**src/rtl/core/tabx_pkg.sv**
```systemverilog
package tabx_pkg;

	localparam int CHAR_W     = 8;
	localparam int COL_W      = 6;
	localparam int CNT_W      = 3;
	localparam int IV_W       = 4;
	localparam int NUM_STOPS  = 6;
	localparam int CFG_IDX_W  = 3;
	localparam int CFG_DATA_W = 6;
	localparam int QDEPTH     = 4;

	localparam logic [CHAR_W-1:0] CH_TAB   = 8'd9;
	localparam logic [CHAR_W-1:0] CH_NL    = 8'd10;
	localparam logic [CHAR_W-1:0] CH_SPACE = 8'd32;

	localparam logic [IV_W-1:0] FALLBACK_INTERVAL = 4'd8;

	localparam logic [CFG_IDX_W-1:0] REG_STOP_COUNT       = 3'd0;
	localparam logic [CFG_IDX_W-1:0] REG_DEFAULT_INTERVAL = 3'd1;
	localparam logic [CFG_IDX_W-1:0] REG_STOP_A           = 3'd2;
	localparam logic [CFG_IDX_W-1:0] REG_STOP_B           = 3'd3;
	localparam logic [CFG_IDX_W-1:0] REG_STOP_C           = 3'd4;
	localparam logic [CFG_IDX_W-1:0] REG_STOP_D           = 3'd5;
	localparam logic [CFG_IDX_W-1:0] REG_STOP_E           = 3'd6;
	localparam logic [CFG_IDX_W-1:0] REG_STOP_F           = 3'd7;

	typedef struct packed {
		logic [CNT_W-1:0]                 stop_count;
		logic [IV_W-1:0]                  interval;
		logic [NUM_STOPS-1:0][COL_W-1:0]  stops;
	} cfg_t;

	// one queued run: the byte to emit and how many times
	typedef struct packed {
		logic [CHAR_W-1:0] ch;
		logic [COL_W-1:0]  cnt;
	} q_entry_t;

endpackage

```
**src/rtl/core/tabx_queue.sv**
```systemverilog
module tabx_queue import tabx_pkg::*; #(
	parameter int DEPTH = 4
) (
	input  logic     clk,
	input  logic     arst_n,
	input  logic     push_valid,
	output logic     push_ready,
	input  q_entry_t push_data,
	output logic     pop_valid,
	input  logic     pop_ready,
	output q_entry_t pop_data
);

	localparam int PTR_W = (DEPTH > 1) ? $clog2(DEPTH) : 1;
	localparam int FILL_W = $clog2(DEPTH + 1);
	localparam logic [PTR_W-1:0] LAST_PTR = PTR_W'(DEPTH - 1);

	q_entry_t          mem_q [DEPTH];
	logic [PTR_W-1:0]  wr_ptr_q;
	logic [PTR_W-1:0]  rd_ptr_q;
	logic [FILL_W-1:0] fill_q;
	logic              do_push;
	logic              do_pop;

	assign push_ready = (fill_q != FILL_W'(DEPTH));
	assign pop_valid  = (fill_q != '0);
	assign pop_data   = mem_q[rd_ptr_q];
	assign do_push    = push_valid && push_ready;
	assign do_pop     = pop_valid && pop_ready;

	always_ff @(posedge clk) begin
		if (do_push) begin
			mem_q[wr_ptr_q] <= push_data;
		end
	end

	always_ff @(posedge clk or negedge arst_n) begin
		if (!arst_n) begin
			wr_ptr_q <= '0;
			rd_ptr_q <= '0;
			fill_q   <= '0;
		end else begin
			if (do_push) begin
				wr_ptr_q <= (wr_ptr_q == LAST_PTR) ? '0 : wr_ptr_q + 1'b1;
			end
			if (do_pop) begin
				rd_ptr_q <= (rd_ptr_q == LAST_PTR) ? '0 : rd_ptr_q + 1'b1;
			end
			if (do_push && !do_pop) begin
				fill_q <= fill_q + 1'b1;
			end else if (do_pop && !do_push) begin
				fill_q <= fill_q - 1'b1;
			end
		end
	end

endmodule

```
**src/rtl/core/tabx_front.sv**
```systemverilog
module tabx_front import tabx_pkg::*; #(
	parameter int MAX_STOPS    = 6,
	parameter int LINE_COLUMNS = 64
) (
	input  logic              clk,
	input  logic              arst_n,
	input  cfg_t              cfg,
	input  logic              in_valid,
	output logic              in_ready,
	input  logic [CHAR_W-1:0] in_char,
	output logic              push_valid,
	input  logic              push_ready,
	output q_entry_t          push_data
);

	localparam logic [COL_W-1:0] LAST_COL  = COL_W'(LINE_COLUMNS - 1);
	localparam logic [CNT_W-1:0] STOP_LIM  = CNT_W'(MAX_STOPS);
	localparam logic [2:0]       LAST_STEP = 3'(COL_W - 1);

	localparam logic [1:0] F_IDLE = 2'd0;
	localparam logic [1:0] F_DIV  = 2'd1;
	localparam logic [1:0] F_PUSH = 2'd2;

	logic [1:0]       state_q;
	logic [COL_W-1:0] column_q;
	logic [IV_W-1:0]  rem_q;
	logic [2:0]       step_q;

	logic             accept;
	logic             is_tab;
	logic [IV_W-1:0]  iv;
	logic [CNT_W-1:0] n_eff;
	logic [IV_W:0]    trial;
	logic             found;
	logic [COL_W-1:0] best;
	logic [COL_W:0]   dflt_tgt;
	logic [COL_W:0]   raw_tgt;
	logic [COL_W-1:0] target;
	logic [COL_W-1:0] tab_cnt;

	assign is_tab = (in_char == CH_TAB);
	assign iv     = (cfg.interval == '0) ? FALLBACK_INTERVAL : cfg.interval;
	assign n_eff  = (cfg.stop_count > STOP_LIM) ? STOP_LIM : cfg.stop_count;

	assign in_ready = (state_q == F_IDLE) && push_ready;
	assign accept   = in_valid && in_ready;

	// one remainder bit per cycle, most significant column bit first
	assign trial = {rem_q, column_q[3'(LAST_STEP - step_q)]};

	always_comb begin
		found = 1'b0;
		best  = '0;
		for (int i = 0; i < NUM_STOPS; i++) begin
			if ((CNT_W'(i) < n_eff) && (cfg.stops[i] > column_q)
					&& (!found || cfg.stops[i] < best)) begin
				found = 1'b1;
				best  = cfg.stops[i];
			end
		end
	end

	assign dflt_tgt = {1'b0, column_q} - {3'b000, rem_q} + {3'b000, iv};
	assign raw_tgt  = found ? {1'b0, best} : dflt_tgt;
	assign target   = (raw_tgt > {1'b0, LAST_COL}) ? LAST_COL : raw_tgt[COL_W-1:0];
	assign tab_cnt  = (target > column_q) ? target - column_q : COL_W'(1);

	always_comb begin
		push_valid = 1'b0;
		push_data  = '{ch: in_char, cnt: COL_W'(1)};
		unique case (state_q)
			F_IDLE: begin
				push_valid = in_valid && !is_tab;
			end
			F_PUSH: begin
				push_valid = 1'b1;
				push_data  = '{ch: CH_SPACE, cnt: tab_cnt};
			end
			default: begin
				push_valid = 1'b0;
			end
		endcase
	end

	always_ff @(posedge clk) begin
		if (accept && is_tab) begin
			rem_q  <= '0;
			step_q <= '0;
		end else if (state_q == F_DIV) begin
			rem_q  <= (trial >= {1'b0, iv}) ? IV_W'(trial - {1'b0, iv}) : trial[IV_W-1:0];
			step_q <= step_q + 1'b1;
		end
	end

	always_ff @(posedge clk or negedge arst_n) begin
		if (!arst_n) begin
			state_q  <= F_IDLE;
			column_q <= '0;
		end else begin
			unique case (state_q)
				F_IDLE: begin
					if (accept) begin
						if (is_tab) begin
							state_q <= F_DIV;
						end else if (in_char == CH_NL) begin
							column_q <= '0;
						end else if (column_q < LAST_COL) begin
							column_q <= column_q + 1'b1;
						end
					end
				end
				F_DIV: begin
					if (step_q == LAST_STEP) begin
						state_q <= F_PUSH;
					end
				end
				F_PUSH: begin
					if (push_ready) begin
						// saturated at the last column when the target does not move
						if (target > column_q) begin
							column_q <= target;
						end
						state_q <= F_IDLE;
					end
				end
				default: begin
					state_q <= F_IDLE;
				end
			endcase
		end
	end

endmodule

```
**src/rtl/core/tabx_back.sv**
```systemverilog
module tabx_back import tabx_pkg::*; (
	input  logic              clk,
	input  logic              arst_n,
	input  logic              pop_valid,
	output logic              pop_ready,
	input  q_entry_t          pop_data,
	output logic              out_valid,
	input  logic              out_ready,
	output logic [CHAR_W-1:0] out_char,
	output logic              last_of_run
);

	logic              out_valid_q;
	logic [CHAR_W-1:0] out_char_q;
	logic              last_q;
	logic [COL_W-1:0]  done_q;
	logic              load;
	logic              run_end;

	assign load      = pop_valid && (!out_valid_q || out_ready);
	assign run_end   = (done_q == pop_data.cnt - 1'b1);
	assign pop_ready = load && run_end;

	assign out_valid   = out_valid_q;
	assign out_char    = out_char_q;
	assign last_of_run = last_q;

	always_ff @(posedge clk) begin
		if (load) begin
			out_char_q <= pop_data.ch;
			last_q     <= run_end;
		end
	end

	always_ff @(posedge clk or negedge arst_n) begin
		if (!arst_n) begin
			out_valid_q <= 1'b0;
			done_q      <= '0;
		end else begin
			if (load) begin
				out_valid_q <= 1'b1;
				done_q      <= run_end ? '0 : done_q + 1'b1;
			end else if (out_ready) begin
				out_valid_q <= 1'b0;
			end
		end
	end

endmodule

```
**src/rtl/core/tab_expand_with_stop_list.sv**
```systemverilog
// Tab expander with a list of up to six tab stops. Bytes enter on the in_*
// channel; a tab leaves as one or more spaces (last_of_run on the final one)
// that move the column to the nearest listed stop beyond it, or else to the
// next multiple of default_interval, clamped at the last column; a newline
// resets the column; any other byte passes and advances it. A tab holds the
// input while a bit-serial remainder unit finds the default stop, one column
// bit per cycle; the output side then emits one space per cycle while
// out_ready is high, overlapped with later input through a four-entry queue.
// Write the cfg_* registers only while idle.
module tab_expand_with_stop_list import tabx_pkg::*; #(
	parameter int MAX_STOPS    = 6,
	parameter int LINE_COLUMNS = 64
) (
	input  logic                  clk,
	input  logic                  arst_n,
	input  logic                  cfg_valid,
	output logic                  cfg_ready,
	input  logic [CFG_IDX_W-1:0]  cfg_index,
	input  logic [CFG_DATA_W-1:0] cfg_data,
	input  logic                  in_valid,
	output logic                  in_ready,
	input  logic [CHAR_W-1:0]     in_char,
	output logic                  out_valid,
	input  logic                  out_ready,
	output logic [CHAR_W-1:0]     out_char,
	output logic                  last_of_run
);

	cfg_t     cfg_q;
	logic     push_valid;
	logic     push_ready;
	q_entry_t push_data;
	logic     pop_valid;
	logic     pop_ready;
	q_entry_t pop_data;

	assign cfg_ready = 1'b1;

	always_ff @(posedge clk or negedge arst_n) begin
		if (!arst_n) begin
			cfg_q.stop_count <= '0;
			cfg_q.interval   <= FALLBACK_INTERVAL;
			cfg_q.stops      <= '0;
		end else if (cfg_valid && cfg_ready) begin
			unique case (cfg_index) inside
				REG_STOP_COUNT: begin
					cfg_q.stop_count <= cfg_data[CNT_W-1:0];
				end
				REG_DEFAULT_INTERVAL: begin
					cfg_q.interval <= cfg_data[IV_W-1:0];
				end
				REG_STOP_A, REG_STOP_B, REG_STOP_C, REG_STOP_D, REG_STOP_E, REG_STOP_F: begin
					cfg_q.stops[CFG_IDX_W'(cfg_index - REG_STOP_A)] <= cfg_data[COL_W-1:0];
				end
				default: begin
					cfg_q.stop_count <= cfg_q.stop_count;
				end
			endcase
		end
	end

	tabx_front #(
		.MAX_STOPS    (MAX_STOPS),
		.LINE_COLUMNS (LINE_COLUMNS)
	) u_front (
		.clk        (clk),
		.arst_n     (arst_n),
		.cfg        (cfg_q),
		.in_valid   (in_valid),
		.in_ready   (in_ready),
		.in_char    (in_char),
		.push_valid (push_valid),
		.push_ready (push_ready),
		.push_data  (push_data)
	);

	tabx_queue #(
		.DEPTH (QDEPTH)
	) u_queue (
		.clk        (clk),
		.arst_n     (arst_n),
		.push_valid (push_valid),
		.push_ready (push_ready),
		.push_data  (push_data),
		.pop_valid  (pop_valid),
		.pop_ready  (pop_ready),
		.pop_data   (pop_data)
	);

	tabx_back u_back (
		.clk         (clk),
		.arst_n      (arst_n),
		.pop_valid   (pop_valid),
		.pop_ready   (pop_ready),
		.pop_data    (pop_data),
		.out_valid   (out_valid),
		.out_ready   (out_ready),
		.out_char    (out_char),
		.last_of_run (last_of_run)
	);

endmodule

```
**config.mk**
```make
export PLATFORM = sky130hd
export DESIGN_NAME = tab_expand_with_stop_list
export DESIGN_NICKNAME = d
export VERILOG_FILES = /design/src/rtl/core/tabx_pkg.sv /design/src/rtl/core/tabx_queue.sv /design/src/rtl/core/tabx_front.sv /design/src/rtl/core/tabx_back.sv /design/src/rtl/core/tab_expand_with_stop_list.sv
export SDC_FILE = /design/constraint.sdc
export NUM_CORES = 1
export LEC_CHECK = 0
export ABC_AREA = 1
export BUFFER_PORTS_ARGS = -buffer_cell sky130_fd_sc_hd__buf_2
export CORE_MARGIN = 2
export CORE_UTILIZATION = 63
export DETAILED_ROUTE_END_ITERATION = 7
export PLACE_DENSITY = 0.81
export SYNTH_ARGS = -nofsm -noshare
export SYNTH_HDL_FRONTEND = slang
export SYNTH_SLANG_ARGS = --single-unit
```
**constraint.sdc**
```tcl
create_clock -name clk -period 12.6 [get_ports clk]
set_input_delay 3.78 -clock clk [delete_from_list [all_inputs] [get_ports clk]]
set_output_delay 3.78 -clock clk [all_outputs]
set_load 0.02 [all_outputs]
```
==> results_dict.tcl, run 1 <==
set metrics [dict create \
    synth_top_cells_by_count "nand2_1 (210), inv_1 (122), o21ai_0 (102)" \
    yosysSeqAreaShare 0.440 \
    ys_ff_latch 137 \
    multi_input_area_um2 4170 \
    synth_top_area_frac 0.231 \
    synthToLayoutAreaGrowth_pct 10.4 \
    grt_pass1_wl_mm 32.7 \
    critPathLaunchType "flip-flop" \
    pre_cts_slack_ns 2.38 \
    hold_path_depth 2 \
    skew_ns 0.00790 \
    min_to "cfg_q[38]$_DFFE_PN0P_" \
    fmax_mhz 96.9 \
    internal_power_uw 1410 \
    grt_overflow_total 0 \
    maxCapViolations 0 \
    fillCellCount 1005 \
    synthTopCellsByArea "edfxtp_1 (23%), dfrtp_1 (19%), ha_1 (13%), nand2_1 (9.3%), o21ai_0 (6.0%)" \
    pwr-share-comb 0.552 \
    fin_ws_ns 2.28 \
    slowest_delay_ns 0.45 \
    cts_setup_buffers 0 \
    synth_edf_count 65 \
    synth_most_common_cell "nand2_1" \
    syn_nets 1094 \
    worstSetupPathType "flip-flop to flip-flop" \
    asyncSetResetFlopFracSynth 0.474 \
    wl_mm 19.7 \
    cts_tree "built" \
    gp_congestion 0.977 \
    post-dp-hpwl_mm 14.0 \
    num_rows 42 \
    slew_viol_final 0 \
    synth_area_um2 8450 \
    cts_resized 0 \
    yosysWarnings 0 \
    hold_buffers 0 \
    drive_above_1_share 0.0890 \
    grt_max_degree 66 \
    die_height_um 120 \
    synthDistinctLibCells 48 \
    diodes 0 \
    clk_pin_slew_ns 0.07 \
    core_um2 13200 \
    min_period_ns 10.32 \
    rsz0062_at_grt "no" \
    switching_share 0.458 \
    tightestPinTransition_ns 0.987 \
    min_from "cfg_q[38]$_DFFE_PN0P_" \
    critical_path.max_fanout 12 \
    power_frac_seq 0.270 \
    drtIter0Drc 635 \
    io_buffers 32 \
    routed_via_density 5.65 \
    die_area_um2 14400 \
    cp_common_cell "nand2_1" \
    p_leak_uw 0.00450 \
    clock_latency_ns 0.43 \
    regArea_um2 3720 \
    wl_per_cell_um 16.4 \
    antenna_found_initial 0 \
    power_uw 2610 \
    crit_arrival_ns 10.61 \
    r2r_slack_ns 2.28 \
    setup_viol 0 \
    regToRegStartpoint "u_front.column_q[1]$_DFFE_PN0P_" \
    synth_flop_cell "edfxtp_1" \
    start_util 0.641 \
    finalHoldViolCount 0 \
    critPathSlowestCell "dfrtp_1" \
    nets 1128 \
    netlist_instances 975 \
    p_switching_uw 1190 \
    htree_levels 4 \
    numCtsBuffers 17 \
    ir_drop_mv 0.156 \
    min_path_type "flip-flop to flip-flop" \
    clkSinkCount 137 \
    via_count 6773 \
    worstPathRequired_ns 12.89 \
    grt_pass1_vias 6733 \
    grtUsageTotal 0.294 \
    tns_ns 0 \
    cts_buffer_depth 2 \
    slew_headroom 0.339 \
    ctsRootBufferMaster "clkbuf_16" \
    fin_crit_sh 0.819 \
    postRouteAntennaNets 0 \
    clkPwrFrac 0.178 \
    die_w_um 120 \
    end_kind "flip-flop" \
    pin_count 34 \
    fin_util 0.708 \
    power.density_nw_per_um2 279 \
    outcome "completed" \
    drc 0 \
    synth.avg_cell_area_um2 8.67 \
    reg2reg_depth 63 \
    first_pass_iters 5 \
    yosysTopAreaCell "edfxtp_1" \
    worstReg2RegEnd "u_front.column_q[4]$_DFFE_PN0P_" \
]
## placed cells by master (no fill, tap or decap), types with 2 or more instances in the layout
master      Yosys  routed
nand2_1       210     210
inv_1         122     122
o21ai_0       102     102
nor2_1         91      91
ha_1           90      90
edfxtp_1       65      65
dfrtp_1        64      64
a21oi_1        44      44
buf_2           2      32
nand3_1        31      31
xor2_1         19      19
clkbuf_16       0      17
o22ai_1        10      10
xnor2_1         9       9
a31oi_1         8       8
nand4_1         8       8
nand2_2         7       7
fa_1            7       7
buf_4           1       7
dfxtp_1         7       7
a211oi_1        5       5
a32o_1          5       5
nand3b_1        5       5
inv_6           0       5
o211a_1         4       4
nor3_1          4       4
clkinv_4        0       4
o211ai_1        3       3
clkinv_2        1       3
o211ai_2        3       3
a22oi_1         3       3
inv_2           2       2
a311oi_1        2       2
nor4_1          2       2
or2_2           2       2
o221ai_1        2       2
clkinvlp_4      0       2
## worst max-delay path by stage
stage,startpoint,endpoint,slack [ns]
2_1_floorplan,u_front.column_q[4]$_DFFE_PN0P_,u_front.column_q[4]$_DFFE_PN0P_,3.59
3_3_place_gp,u_front.column_q[3]$_DFFE_PN0P_,u_front.column_q[1]$_DFFE_PN0P_,2.86
3_5_place_dp,u_front.column_q[1]$_DFFE_PN0P_,u_front.column_q[4]$_DFFE_PN0P_,2.38
4_1_cts,u_front.column_q[1]$_DFFE_PN0P_,u_front.column_q[4]$_DFFE_PN0P_,2.37
5_1_grt,u_front.column_q[3]$_DFFE_PN0P_,u_front.column_q[4]$_DFFE_PN0P_,1.26
6_report,u_front.column_q[1]$_DFFE_PN0P_,u_front.column_q[4]$_DFFE_PN0P_,2.28
## metrics by stage
| stage | cell area (um2) | cells | hold slack (ns) |
|---|---|---|---|
| final | 9340 | 1198 | 0.490 |
| after global routing | 9340 | 1198 | 0.547 |
| after CTS | 9340 | 1198 | 0.492 |
| after detailed placement | 8790 | 1166 | 0.477 |
| after global placement | 8790 | 1166 | 0.467 |
| after floorplan | 8450 | 975 | 0.453 |
## sequential cells by signal (all words and copies together) (netlist names)
| register | count |
|---|---|
| u_queue.rd_ptr_q | 2 |
| u_back.out_char | 8 |
| cfg_q | 43 |
| u_queue.mem_q | 56 |
| u_front.rem_q | 4 |
| u_back.last_of_run | 1 |
| u_back.done_q | 6 |
| u_back.out_valid | 1 |
| u_front.column_q | 6 |
| u_front.step_q | 3 |
| u_queue.wr_ptr_q | 2 |
| u_queue.fill_q | 3 |
| u_front.state_q | 2 |
## routing by layer
layer | GRT usage | wire (um)
met1 | 0.357 | 8150
met5 | 0 | 0
met3 | 0.0594 | 1020
met2 | 0.501 | 9730
met4 | 0.146 | 779
## logic make-up (layout without fill, tap and decap cells)
group | after synthesis | in the layout | share of synthesized area
adder cells (fa/ha/maj) | 97 | 97 | 0.150
AND/OR/NAND/NOR | 363 | 363 | 0.176
other | 1 | 1 | 0.000444
buffers and inverters | 149 | 196 | 0.0670
AO/OA/AOI/OAI | 199 | 199 | 0.137
multiplexers | 1 | 1 | 0.00133
flip-flops | 137 | 137 | 0.440
XOR/XNOR | 28 | 28 | 0.0290
## power groups by stage
| stage | sequential [uW] | combinational (uW) | clock [uW] |
|---|---|---|---|
| after floorplan | 683 | 1110 | 0 |
| after global placement | 705 | 1370 | 0 |
| after detailed placement | 711 | 1410 | 0 |
| after CTS | 704 | 1430 | 470 |
| after global routing | 718 | 1640 | 490 |
| final | 704 | 1440 | 465 |
## final cells by class
type | count | share of cell area
flip-flops and latches | 137 | 0.398
multi-input cells | 689 | 0.446
clock inverters | 14 | 0.0123
well taps | 176 | 0.0236
inverters | 125 | 0.0504
repair buffers | 39 | 0.0228
clock buffers | 18 | 0.0460
## critical path, delay by kind of cell, from the launching register on
kind / cells / cell delay, ns
AO/OA/AOI/OAI: 20 / 3.74
AND/OR/NAND/NOR: 30 / 2.79
buffers and inverters: 5 / 0.74
adder cells (fa/ha/maj): 8 / 2.44
flip-flops: 1 / 0.45
Power figures use the tool's default switching activity.
==> run 2: changes to the inputs <==
==> constraint.sdc (replaced) <==
create_clock -name clk -period 9.85 [get_ports clk]
set_input_delay 2.955 -clock clk [delete_from_list [all_inputs] [get_ports clk]]
set_output_delay 2.955 -clock clk [all_outputs]
set_load 0.02 [all_outputs]
==> run 2 against run 1 <==
Via count rose by 2.9%. Critical endpoint is now u_front.column_q[3]$_DFFE_PN0P_. Die area did not move. Sequential cell count did not move. Clock power rose by 37%. Design area rose by 2.0%. Combinational power rose by 40%.
==> results_dict.tcl, run 2 (same netlist as run 1, synthesis figures left out) <==
set metrics [dict create \
    outcome "completed" \
    numCtsBuffers 17 \
    clock_latency_ns 0.44 \
    cts_tree "built" \
    min_to "cfg_q[18]$_DFFE_PN0P_" \
    die_area_um2 14400 \
    grt_pass1_vias 6582 \
    final_cell_mix "nand2_1 (208), inv_1 (120), o21ai_0 (92), ha_1 (90), nor2_1 (84)" \
    via_count 6971 \
    core_um2 13200 \
    r2r_slack_ns 0.91 \
    maxCapViolations 0 \
    io_buffers 32 \
    start_util 0.641 \
    nets 1136 \
    min_period_ns 8.94 \
    top_register "u_queue.mem_q" \
    grt-busiest-layer "met2" \
    drtIter0Drc 705 \
    reg2reg_depth 64 \
    fin_crit_sh 0.908 \
    fmax_mhz 112 \
    slowest_delay_ns 0.49 \
    grt_use_met1 0.369 \
    gp_congestion 0.905 \
    die_height_um 120 \
    cts_buffer_depth 2 \
    hold_ws_ns 0.491 \
    synthToLayoutAreaGrowth_pct 12.6 \
    worstReg2RegEnd "u_front.column_q[3]$_DFFE_PN0P_" \
    power.density_nw_per_um2 371 \
    cp_common_cell "nand2_1" \
    tightestPinTransition_ns 1.00 \
    critPathLaunchType "flip-flop" \
    clkSinkCount 137 \
    fin_ws_ns 0.906 \
    ir_drop_mv 0.313 \
    internal_power_uw 1900 \
    critical_path.max_fanout 12 \
    drive_above_1_share 0.116 \
    worstSetupPathType "flip-flop to flip-flop" \
    largest_reg_flops 56 \
    first_pass_iters 5 \
    worstPathRequired_ns 10.19 \
    crit_arrival_ns 9.29 \
    pin_count 34 \
    drc 0 \
    clk_pin_slew_ns 0.07 \
    die_w_um 120 \
    pre_cts_slack_ns 0.0722 \
    diodes 0 \
    fin_util 0.722 \
    htree_levels 4 \
    power_frac_seq 0.252 \
    p_leak_uw 0.00457 \
    power_uw 3530 \
    regToRegStartpoint "u_front.column_q[1]$_DFFE_PN0P_" \
    grt_max_degree 66 \
    grtUsageTotal 0.289 \
    wl_per_cell_um 16.6 \
    wl_mm 20.0 \
    critPathLaunch "u_front.column_q[1]$_DFFE_PN0P_" \
    postRouteAntennaNets 0 \
    slew_headroom 0.328 \
    final_common_cell "nand2_1" \
    min_path_type "flip-flop to flip-flop" \
    routed_via_density 5.78 \
    hold_path_depth 2 \
    min_from "cfg_q[18]$_DFFE_PN0P_" \
    grt_use_met2 0.485 \
    p_switching_uw 1640 \
    slew_viol_final 0 \
    finalHoldViolCount 0 \
    critPathSlowestCell "dfrtp_1" \
    end_kind "flip-flop" \
    use_met3 0.0490 \
    skew_ns 0.00941 \
    post-dp-hpwl_mm 13.9 \
    pwr-share-comb 0.568 \
    grt_pass1_wl_mm 32.1 \
    clkPwrFrac 0.180 \
    antenna_found_initial 0 \
    ctsRootBufferMaster "clkbuf_16" \
    num_rows 42 \
    grt_overflow_total 0 \
    switching_share 0.463 \
    setup_viol 0 \
]
[run 2: worst max-delay path by stage]
| stage | to | cells after the start | slack [ns] |
|---|---|---|---|
| global placement | u_front.column_q[1]$_DFFE_PN0P_ | 62 | 0.49 |
| finish | u_front.column_q[3]$_DFFE_PN0P_ | 64 | 0.91 |
| detailed placement | u_front.column_q[1]$_DFFE_PN0P_ | 64 | 0.07 |
| global route | u_front.column_q[3]$_DFFE_PN0P_ | 65 | -0.02 |
| CTS | u_front.column_q[1]$_DFFE_PN0P_ | 64 | 0.04 |
| floorplan | u_front.column_q[4]$_DFFE_PN0P_ | 69 | 0.84 |
[run 2: power by group through the flow]
stage / clock network, uW / registers, uW / logic, uW
6_report: 636 / 890 / 2010
5_1_grt: 665 / 908 / 2260
4_1_cts: 640 / 887 / 1870
3_5_place_dp: 0 / 894 / 1850
3_3_place_gp: 0 / 889 / 1790
2_1_floorplan: 0 / 874 / 1420
[run 2: stage by stage]
step           cell area (um2)  setup TNS, ns  std cells
6_report                  9520              0       1206
5_1_grt                   9520        -0.0301       1206
4_1_cts                   9420              0       1204
3_5_place_dp              8840              0       1172
3_3_place_gp              8840              0       1172
2_1_floorplan             8450              0        975
[run 2: repair_timing]
| action | 4_1_cts | 5_1_grt |
|---|---|---|
| resized for setup | 0 | 35 |
| endpoints found under the hold margin | 0 | 0 |
| hold buffers | 0 | 0 |
| buffers inserted | 0 | 2 |
| setup endpoints to repair | 0 | 30 |
[run 2: layout make-up]
| type | instances | area (um2) |
|---|---|---|
| Multi-Input combinational cell | 689 | 4250 |
| Sequential cell | 137 | 3720 |
| Fill cell | 997 | 3670 |
| Inverter | 125 | 470 |
| Clock buffer | 17 | 425 |
| Timing Repair Buffer | 47 | 273 |
| Tap cell | 176 | 220 |
| Clock inverter | 15 | 160 |
[run 2: routing by layer]
metal  wire length (um)  up-vias
li1                   -     3372
met1               8490     3297
met2               9800      253
met3               1140       49
met4                626        0
met5                  0        -
[run 2: worst max-delay path, delay by kind of cell, from the launching register on]
| kind | cells | cell delay, ns |
|---|---|---|
| compound gates | 21 | 2.97 |
| fa+ha+maj | 7 | 2.12 |
| buf+inv | 4 | 0.31 |
| flops | 1 | 0.49 |
| simple gates | 32 | 2.94 |
==> run 3: changes to the inputs <==
--- a/config.mk
+++ b/config.mk
@@ -11,6 +11,8 @@
 export CORE_UTILIZATION = 63
 export DETAILED_ROUTE_END_ITERATION = 7
 export PLACE_DENSITY = 0.81
+export SLEW_MARGIN = 20
 export SYNTH_ARGS = -nofsm -noshare
 export SYNTH_HDL_FRONTEND = slang
+export SYNTH_HIERARCHICAL = 1
 export SYNTH_SLANG_ARGS = --single-unit
==> run 3 against run 2 <==
Sequential share of layout area down 2.4 points. Via count up 7.7%. Critical path type unchanged. Highest routed layer unchanged. Critical endpoint is now u_front/column_q[5]$_DFFE_PN0P_. Design area up 6.6%. Clock skew up 0.00067 ns. Sequential power up 0.9%. Cell count up 13%. Maximum frequency down 2.0%.
==> results_dict.tcl, run 3 <==
set metrics [dict create \
    finalHoldViolCount 0 \
    fin_util 0.707 \
    min_from "cfg_q[39]$_DFFE_PN1P_" \
    hold_ws_ns 0.464 \
    clk_pin_slew_ns 0.06 \
    p_leak_uw 0.00520 \
    regToRegStartpoint "u_front/column_q[5]$_DFFE_PN0P_" \
    grt_pass1_vias 7165 \
    reg2reg_depth 69 \
    die_area_um2 15500 \
    diodes 0 \
    p_switching_uw 1700 \
    drive_above_1_share 0.152 \
    min_path_type "flip-flop to flip-flop" \
    grtUsageTotal 0.274 \
    wl_mm 20.6 \
    post-route-cell-area_um2 10200 \
    pre_cts_slack_ns 0.0426 \
    nets 1279 \
    setup_viol 0 \
    ctsRootBufferMaster "clkbuf_16" \
    synth_top_cells_by_count "nand2_1 (329), inv_1 (156), ha_1 (90)" \
    grt_max_degree 66 \
    maxCapViolations 0 \
    power.density_nw_per_um2 355 \
    yosysWarnings 6 \
    synthToLayoutAreaGrowth_pct 10.8 \
    postRouteAntennaNets 0 \
    cts_buffer_depth 2 \
    critPathSlowestCell "dfrtp_1" \
    io_buffers 32 \
    worstSetupPathType "flip-flop to flip-flop" \
    tightestPinTransition_ns 1.03 \
    wl_per_cell_um 15.2 \
    synthTopCellsByArea "edfxtp_1 (21%), dfrtp_1 (17%), nand2_1 (13%), ha_1 (12%), inv_1 (6.4%)" \
    drc 0 \
    fmax_mhz 110 \
    min_to "cfg_q[39]$_DFFE_PN1P_" \
    largest_reg_flops 56 \
    clock_latency_ns 0.44 \
    post-dp-hpwl_mm 14.4 \
    crit_arrival_ns 9.48 \
    cp_common_cell "nand2_1" \
    slew_viol_final 0 \
    synth_most_common_cell "nand2_1" \
    netlist_instances 1113 \
    final_cell_mix "nand2_1 (327), inv_1 (155), ha_1 (90), nand3_1 (67), edfxtp_1 (65)" \
    ir_drop_mv 0.244 \
    gp_congestion 0.932 \
    die_height_um 125 \
    numCtsBuffers 17 \
    num_rows 44 \
    yosysSeqAreaShare 0.406 \
    synth_edf_count 65 \
    synth_flop_cell "edfxtp_1" \
    skew_ns 0.0101 \
    synth_area_um2 9160 \
    ys_ff_latch 137 \
    grt_pass1_wl_mm 34.2 \
    hold_buffers 0 \
    synth_top_area_frac 0.213 \
    core_um2 14400 \
    routed_via_density 5.53 \
    clkSinkCount 137 \
    syn_nets 1232 \
    grt_overflow_total 0 \
    hold_path_depth 2 \
    min_period_ns 9.13 \
    yosysTopAreaCell "edfxtp_1" \
    fin_ws_ns 0.723 \
    place_area_um2 9490 \
    htree_levels 4 \
    synthDistinctLibCells 56 \
    worstPathRequired_ns 10.20 \
    drtIter0Drc 593 \
    critical_path.max_fanout 11 \
    antenna_found_initial 0 \
    pin_count 34 \
    slowest_delay_ns 0.39 \
    synth.avg_cell_area_um2 8.23 \
    die_w_um 125 \
    tns_ns 0 \
    top_register "u_queue/mem_q" \
    first_pass_iters 6 \
    slew_headroom 0.314 \
    worstReg2RegEnd "u_front/column_q[5]$_DFFE_PN0P_" \
    r2r_slack_ns 0.72 \
    clkPwrFrac 0.168 \
    switching_share 0.472 \
    power_frac_seq 0.249 \
    final_common_cell "nand2_1" \
    fin_crit_sh 0.927 \
    end_kind "flip-flop" \
    critPathLaunchType "flip-flop" \
    pwr-share-comb 0.583 \
    via_count 7508 \
    start_util 0.637 \
    internal_power_uw 1900 \
    cts_tree "built" \
    asyncSetResetFlopFracSynth 0.474 \
    outcome "completed" \
]
==> run 3: worst max path at each step <==
stage	endpoint	slack [ns]	startpoint	cells after the start
after CTS	u_queue/mem_q[2][1]$_DFFE_PP_	0.05	u_front/column_q[3]$_DFFE_PN0P_	63
after detailed placement	u_front/column_q[3]$_DFFE_PN0P_	0.04	u_front/column_q[3]$_DFFE_PN0P_	64
after global routing	u_front/column_q[5]$_DFFE_PN0P_	-0.11	u_front/column_q[5]$_DFFE_PN0P_	69
final	u_front/column_q[5]$_DFFE_PN0P_	0.72	u_front/column_q[5]$_DFFE_PN0P_	69
after global placement	u_front/column_q[3]$_DFFE_PN0P_	0.29	u_front/column_q[3]$_DFFE_PN0P_	64
after floorplan	u_front/column_q[3]$_DFFE_PN0P_	0.76	u_front/column_q[4]$_DFFE_PN0P_	67
==> run 3: power groups by stage <==
stage                     registers (uW)  clock network (uW)  logic [uW]
after floorplan                      900                   0        1500
after global placement               904                   0        1890
after detailed placement             908                   0        1930
after CTS                            898                 611        1960
after global routing                 920                 640        2370
final                                898                 606        2100
==> run 3: final cells by class <==
type	instances	area [um2]
Multi-Input combinational cell	783	4690
Fill cell	1105	4220
Sequential cell	137	3720
Inverter	169	638
Clock buffer	17	425
Timing Repair Buffer	52	310
Tap cell	184	230
Clock inverter	15	136
==> run 3: metrics by stage <==
step           total power [uW]  std cells
3_5_place_dp               2840       1319
6_report                   3600       1357
4_1_cts                    3470       1351
5_1_grt                    3930       1357
3_3_place_gp               2800       1319
2_1_floorplan              2400       1113
==> run 3: logic make-up (layout without fill, tap and decap cells) <==
| logic type | after synthesis | after routing | synth area share |
|---|---|---|---|
| AOI/OAI and AO/OA | 139 | 139 | 0.103 |
| xor gates and xnor gates | 18 | 18 | 0.0172 |
| adders and majority gates | 97 | 97 | 0.138 |
| buffers and inverters | 193 | 253 | 0.0883 |
| DFF | 137 | 137 | 0.406 |
| other | 1 | 1 | 0.000409 |
| and+or+nand+nor | 528 | 528 | 0.247 |
==> run 3: repair_timing <==
item | CTS | global route
pin swaps | 0 | 2
endpoints found under the setup margin | 6 | 30
gates resized for setup | 1 | 29
buffers inserted | 0 | 6
hold endpoints to repair | 0 | 0
==> run 3: worst max-delay path: cells and delay by family (launching register included) <==
| family | cells | cell delay [ns] |
|---|---|---|
| buffers and inverters | 6 | 0.65 |
| AOI/OAI and AO/OA | 19 | 2.49 |
| adders and majority gates | 8 | 2.32 |
| DFF | 1 | 0.39 |
| and+or+nand+nor | 36 | 3.21 |
==> run 3: metal layers <==
layer,part of all wire,GRT usage,routed length (um),up-vias
met3,0.054,0.0503,1110,41
met4,0.027,0.0945,566,0
met2,0.50,0.475,10400,239
met5,0,0,0,-
li1,-,-,-,3745
met1,0.42,0.347,8590,3483
